File: config.mk
export PLATFORM = sky130hd
export DESIGN_NAME = pbp_ctrl
export DESIGN_NICKNAME = d
export VERILOG_FILES = /design/src/hdl/pbp_pkg.sv /design/src/hdl/pbp_ctrl.sv
export SDC_FILE = /design/constraint.sdc
export NUM_CORES = 1
export LEC_CHECK = 0
export BUFFER_PORTS_ARGS = -buffer_cell sky130_fd_sc_hd__buf_2
export CAP_MARGIN = 5
export CELL_PAD_IN_SITES_DETAIL_PLACEMENT = 0
export CELL_PAD_IN_SITES_GLOBAL_PLACEMENT = 2
export CORE_AREA = 2 2 39 41
export CTS_CLUSTER_SIZE = 8
export DETAILED_ROUTE_END_ITERATION = 12
export DIE_AREA = 0 0 41 43
export PLACE_DENSITY = 0.61
export SLEW_MARGIN = 10
export SYNTH_ARGS = -nofsm -noshare
export SYNTH_HDL_FRONTEND = slang
export SYNTH_SLANG_ARGS = --single-unit
export TNS_END_PERCENT = 20
File: constraint.sdc
create_clock -name clk_i -period 1.3 [get_ports clk_i]
set_input_delay 0.065 -clock clk_i [delete_from_list [all_inputs] [get_ports clk_i]]
set_output_delay 0.065 -clock clk_i [all_outputs]
set_load 0.05 [all_outputs]
File: src/hdl/pbp_pkg.sv
// shared constants and controller/datapath interface types of the perceptron predictor
package pbp_pkg;

  localparam int unsigned ADDR_W              = 32;
  localparam int unsigned COUNT_W             = 32;
  localparam int unsigned THRESH_W            = 8;
  localparam int unsigned DIV_STEPS           = 2;  // quotient, then remainder
  localparam int unsigned ROW_COUNT_DEF       = 52;
  localparam int unsigned INPUTS_PER_ROW_DEF  = 10;
  localparam int unsigned WEIGHT_BITS_DEF     = 16;
  localparam int unsigned BIAS_RESET          = 100;
  localparam logic [THRESH_W-1:0] THRESHOLD_RESET = 8'd33;

  typedef struct packed {
    logic load;      // capture a new branch word
    logic clear_wr;  // write the reset row during the clearing pass
    logic div_step;  // one step of the row index remainder
    logic mem_rd;    // read the selected weight row
    logic acc_step;  // add one weight into the dot product
    logic update;    // decide, train and retire the branch
  } pbp_cmd_t;

  typedef struct packed {
    logic last;      // current sweep ends this cycle
  } pbp_status_t;

endpackage

File: src/hdl/pbp_ctrl.sv
// sequencer of the perceptron predictor: clearing pass, index, read, dot product, training
module pbp_ctrl
  import pbp_pkg::*;
(
  input  logic        clk_i,
  input  logic        rst_ni,
  input  logic        start_i,
  input  pbp_status_t status_i,
  output pbp_cmd_t    cmd_o,
  output logic        busy_o,
  output logic        done_o
);

  typedef enum logic [2:0] {
    S_CLEAR,
    S_IDLE,
    S_DIV,
    S_READ,
    S_ACC,
    S_UPD
  } state_e;

  state_e state_q, state_d;
  logic   done_q;

  always_comb begin
    state_d = state_q;
    cmd_o   = '0;
    unique case (state_q)
      S_CLEAR: begin
        cmd_o.clear_wr = 1'b1;
        if (status_i.last) state_d = S_IDLE;
      end
      S_IDLE: begin
        if (start_i) begin
          cmd_o.load = 1'b1;
          state_d    = S_DIV;
        end
      end
      S_DIV: begin
        cmd_o.div_step = 1'b1;
        if (status_i.last) state_d = S_READ;
      end
      S_READ: begin
        cmd_o.mem_rd = 1'b1;
        state_d      = S_ACC;
      end
      S_ACC: begin
        cmd_o.acc_step = 1'b1;
        if (status_i.last) state_d = S_UPD;
      end
      S_UPD: begin
        cmd_o.update = 1'b1;
        state_d      = S_IDLE;
      end
      default: state_d = S_IDLE;
    endcase
  end

  always_ff @(posedge clk_i or negedge rst_ni) begin
    if (!rst_ni) begin
      state_q <= S_CLEAR;
      done_q  <= 1'b0;
    end else begin
      state_q <= state_d;
      done_q  <= (state_q == S_UPD);
    end
  end

  assign busy_o = (state_q != S_IDLE);
  assign done_o = done_q;

  // an accepted word keeps the block busy on the next cycle
  a_start_busy: assert property (@(posedge clk_i) disable iff (!rst_ni)
    start_i && !busy_o |=> busy_o)
    else $error("accepted word did not make the block busy");

  // a result only appears once the block is free again
  a_done_idle: assert property (@(posedge clk_i) disable iff (!rst_ni)
    done_o |-> !busy_o)
    else $error("result strobe while busy");

  // the result strobe is a single-cycle pulse
  a_done_pulse: assert property (@(posedge clk_i) disable iff (!rst_ni)
    done_o |=> !done_o)
    else $error("result strobe longer than one cycle");

endmodule

==> results by stage <==
Finish:
- The antenna cell count is 0.
- The area of combinational cells with multiple inputs is 122.6 um^2.
- Compared with the post-synthesis result, the final layout area differs by 70.81%.
- The sequential cells in the finished layout cover a total of ~100 um^2.
- The final core utilization is 0.2857.
- The share of cells above drive strength 1 is 0.5897.
- The total of fill cells in the finished design is 159.
- After the last flow step, the layout net total stands at 45.

Global routing:
- The number of global-route vias before repair is around 220.
- In the global route stage, overall resource usage came out at 0.08367.
- The number of antenna violations at the first check in global routing is 0.
- Entering global routing, the biggest net connects 10 pins.
- The first global-routing pass estimated 883 um of wire.
- For this run the aggregate overflow at the end of global routing stands at 0.

Worst setup path:
- The arrival time at the worst endpoint is 1270 ps.
- The class of the most critical setup path is register to output port.
- The delay of the slowest cell on the worst path is 420 ps.
- The start of the worst register-to-register path is state_q[2]$_DFFE_PN0P_.
- The number of cells on the worst reg-to-reg path is 3.
- The maximum fanout count along the critical path is 2.
- Walking the worst path, the cells encountered are or3b_4, nor2_4, buf_8.
- The critical path endpoint category is an output port.
- Together, buffers and inverters on the worst path number 1.
- The register-to-register setup slack is 350 ps.
- The cell family contributing the most delay on the critical path is simple AND/OR/NAND/NOR gates.
- The worst setup path is launched from a register.
- In this run the critical register-to-register path is captured at state_q[2]$_DFFE_PN0P_.
- The largest individual stage delay along the critical path comes from the cell sky130_fd_sc_hd__or3b_4.
- For the worst setup path, the data required time is 1240 ps.

Run status:
- The flow ran to the end, but the final reports show violations.
- The final reports fail on negative setup slack.

Synthesis:
- The net count of the mapped netlist is 27.
- The synthesized design spends more area on one cell type than any other, namely sky130_fd_sc_hd__dfrtp_1.
- The cell count after synthesis came out at 23.
- In this run, distinct cell masters in the synthesized netlist total 16.
- The number of warnings reported in the yosys synthesis log is 0.
- The area share of the largest cell type after synthesis is 0.4324.
- The part of the Yosys area used for sequential elements is 0.4324.
- The number of register bits inferred by synthesis is 4.
- By area the synthesized netlist is led by sky130_fd_sc_hd__dfrtp_1 (43%), sky130_fd_sc_hd__buf_6 (9.7%), sky130_fd_sc_hd__nor3b_1 (6.5%), sky130_fd_sc_hd__or3b_4 (4.9%), sky130_fd_sc_hd__and3b_2 (4.3%).
- In this run the mean area of a mapped cell was around 10 um^2.
- In this run the cell area of the synthesized design comes to ~230 um^2.

Die:
- The die covers 0.001763 mm^2.
- After floorplanning, the core was divided into 14 placement rows.
- The initial utilization of the core area, before any placement, comes to 0.1673.
- The width of the die is 41 um.
- The floorplan step set the die height to 43 um.
- For this design the top-level I/O count stands at 12.
- The placeable core region is 0.001384 mm^2.

STA:
- The number of slew-limit violations in the final report is 0.
- The actual transition at the worst max-transition pin is 249.1 ps.
- In the finished design, the share of the clock period the worst path needs comes to 1.030.
- Between clock sinks in the finished design, the worst skew comes to 6.130 ps.
- The final hold violation count came to 0.
- Subtracting the final worst setup slack from the clock period gives 1339 ps.
- The final sum of negative setup slack is -53.31 ps.
- In this run the tightest slew margin relative to its limit is 0.8351.
- Setup repair after global routing could not meet its margin everywhere.
- The top achievable clock speed is 0.7466 GHz.
- The minimum setup slack in the final design is -39.48 ps.
- The worst-case hold slack is 83.51 ps.
- Setup violations remaining at the end of the flow were counted as 2.

Power and ir drop:
- Power spread over the standard cell area amounts to 2872 mW/mm^2.
- The total design power is around 1.1 mW.
- Summed over all cells, the static leakage comes to approximately 0.19 nW.
- The maximum VDD drop is 0.6671 mV.

Hold path:
- The path class of the lowest-slack min-delay path is primary input to register.
- The worst hold path begins at status_i.
- For hold timing, the worst endpoint is state_q[0]$_DFFE_PN0P_.
- The number of stages on the worst hold path is 3.

Run:
- The number of max-cap violations is 0.

Clocking:
- The clock sink total is 4.
- The clock latency on the worst-skew pair is 230 ps.
- The number of H-tree levels is 1.
- No sink is reached through more buffers than the 2 on the longest clock path.
- After clock tree synthesis, the clock-pin slew on the worst setup and hold paths is roughly 40 ps.
- Once the clock tree was built, the setup fixing pass inserted 0 buffers.
- The total clock buffers created by CTS is 3.
- TritonCTS built the clock tree.
- The master cell of the clock root buffer is sky130_fd_sc_hd__clkbuf_4.

Route:
- The number of remaining DRC errors is 0.
- The via count is 221.
- Using the TritonRoute via totals, the vias-per-cell ratio works out to 4.018.
- The number of routed nets with antenna violations is 0.
- The first routing iteration left 0 violations.
- For this run, the detailed router's first-pass iteration total came to 1.
- The average wire per cell in the routed design is just over 10 um.
- The total wire length after detailed routing is 555 um.

Placement:
- The final weighted congestion in routability-driven placement is 0.6920.
- The detailed-placement wirelength estimate is 427.2 um.
- In this run the tool buffered the top-level ports with 11 buffer cells.
- At the placement stage, the worst setup path has a slack of 127.0 ps.
-- where the power goes --
group          internal, mW  total, mW  switching [mW]
sequential            0.170      0.192          0.0221
clock                 0.103      0.152          0.0490
combinational         0.286      0.791           0.506
-- worst reg2reg max path, stage by stage, from the launching register on --
cell and delay [ps]:
sky130_fd_sc_hd__dfrtp_1 370, sky130_fd_sc_hd__buf_4 160, sky130_fd_sc_hd__nor3b_4 150, sky130_fd_sc_hd__o21bai_1 150
-- layout by cell type, fill, tap and decap left out --
master / synthesis / final
sky130_fd_sc_hd__o21bai_1: 1 / 1
sky130_fd_sc_hd__o21ba_2: 1 / 1
sky130_fd_sc_hd__nand2_1: 1 / 1
sky130_fd_sc_hd__buf_2: 0 / 6
sky130_fd_sc_hd__nor3b_4: 0 / 1
sky130_fd_sc_hd__nand2b_1: 1 / 1
sky130_fd_sc_hd__buf_8: 0 / 2
sky130_fd_sc_hd__dfrtp_1: 4 / 4
sky130_fd_sc_hd__nor3_1: 1 / 1
sky130_fd_sc_hd__clkbuf_4: 0 / 3
sky130_fd_sc_hd__inv_1: 2 / 2
sky130_fd_sc_hd__nand3b_1: 1 / 1
sky130_fd_sc_hd__nor2_4: 0 / 1
sky130_fd_sc_hd__nor3b_2: 0 / 1
sky130_fd_sc_hd__buf_6: 2 / 2
sky130_fd_sc_hd__nor2_1: 2 / 2
sky130_fd_sc_hd__and3b_2: 1 / 1
sky130_fd_sc_hd__a21oi_1: 1 / 1
sky130_fd_sc_hd__o22ai_1: 1 / 1
sky130_fd_sc_hd__or3b_4: 1 / 1
sky130_fd_sc_hd__dlygate4sd3_1: 0 / 1
sky130_fd_sc_hd__buf_4: 0 / 4
-- worst max-delay path by stage --
stage / from / to / slack, ps / depth (start not counted)
floorplan: state_q[1]$_DFFE_PN0P_ / cmd_o[4] / -340 / 2
global placement: state_q[1]$_DFFE_PN0P_ / cmd_o[5] / 150 / 3
detailed placement: state_q[1]$_DFFE_PN0P_ / cmd_o[5] / 130 / 3
CTS: state_q[1]$_DFFE_PN0P_ / cmd_o[5] / -50 / 3
global route: state_q[2]$_DFFE_PN0P_ / cmd_o[5] / -80 / 3
finish: state_q[2]$_DFFE_PN0P_ / cmd_o[5] / -40 / 3
-- per-stage QoR --
stage	std cells	cell area, um^2
final	55	395.4
after floorplan	23	241.5
after detailed placement	51	316.6
after global placement	51	316.6
after CTS	55	365.4
after global routing	55	395.4
-- cell type report --
cell class / count / area share
Sequential cell: 4 / 0.2532
Inverter: 2 / 0.01899
Clock buffer: 3 / 0.05696
Multi-Input combinational cell: 15 / 0.3101
Tap cell: 16 / 0.05063
Timing Repair Buffer: 15 / 0.3101
-- timing repair --
item / 4_1_cts / 5_1_grt
setup endpoints to repair: 4 / 6
hold endpoints to repair: 4 / 0
pin swaps: 0 / 1
resized for setup: 5 / 10
hold buffers: 1 / 0
-- state kept, by name, indices dropped and copies added (netlist names) --
name / count
done_o: 1
state_q: 3
-- logic make-up after synthesis --
kind of cell	share of synthesized area
buf+inv	0.1297
flops	0.4324
simple gates	0.3135
compound gates	0.1243
-- cells in the mapped netlist --
master / count
sky130_fd_sc_hd__nand2_1: 1
sky130_fd_sc_hd__nor3b_1: 2
sky130_fd_sc_hd__nor3_1: 1
sky130_fd_sc_hd__a21oi_1: 1
sky130_fd_sc_hd__and3b_2: 1
sky130_fd_sc_hd__inv_1: 2
sky130_fd_sc_hd__nand3b_1: 1
sky130_fd_sc_hd__dfrtp_1: 4
sky130_fd_sc_hd__nor2_2: 1
sky130_fd_sc_hd__nand2b_1: 1
sky130_fd_sc_hd__o21bai_1: 1
sky130_fd_sc_hd__o22ai_1: 1
sky130_fd_sc_hd__o21ba_2: 1
sky130_fd_sc_hd__buf_6: 2
sky130_fd_sc_hd__nor2_1: 2
sky130_fd_sc_hd__or3b_4: 1
-- per-layer routing --
layer | GRT usage | wire length, um | vias to the layer above | part of all wire
met2 | 0.1094 | 298 | 9 | 0.54
met1 | 0.08795 | 227 | 104 | 0.41
met5 | 0 | 0 | - | 0
li1 | - | - | 108 | -
met3 | 0.04712 | 29 | 0 | 0.052
met4 | 0.08000 | 0 | 0 | 0
Note: power is estimated with default switching activity, not from simulation.
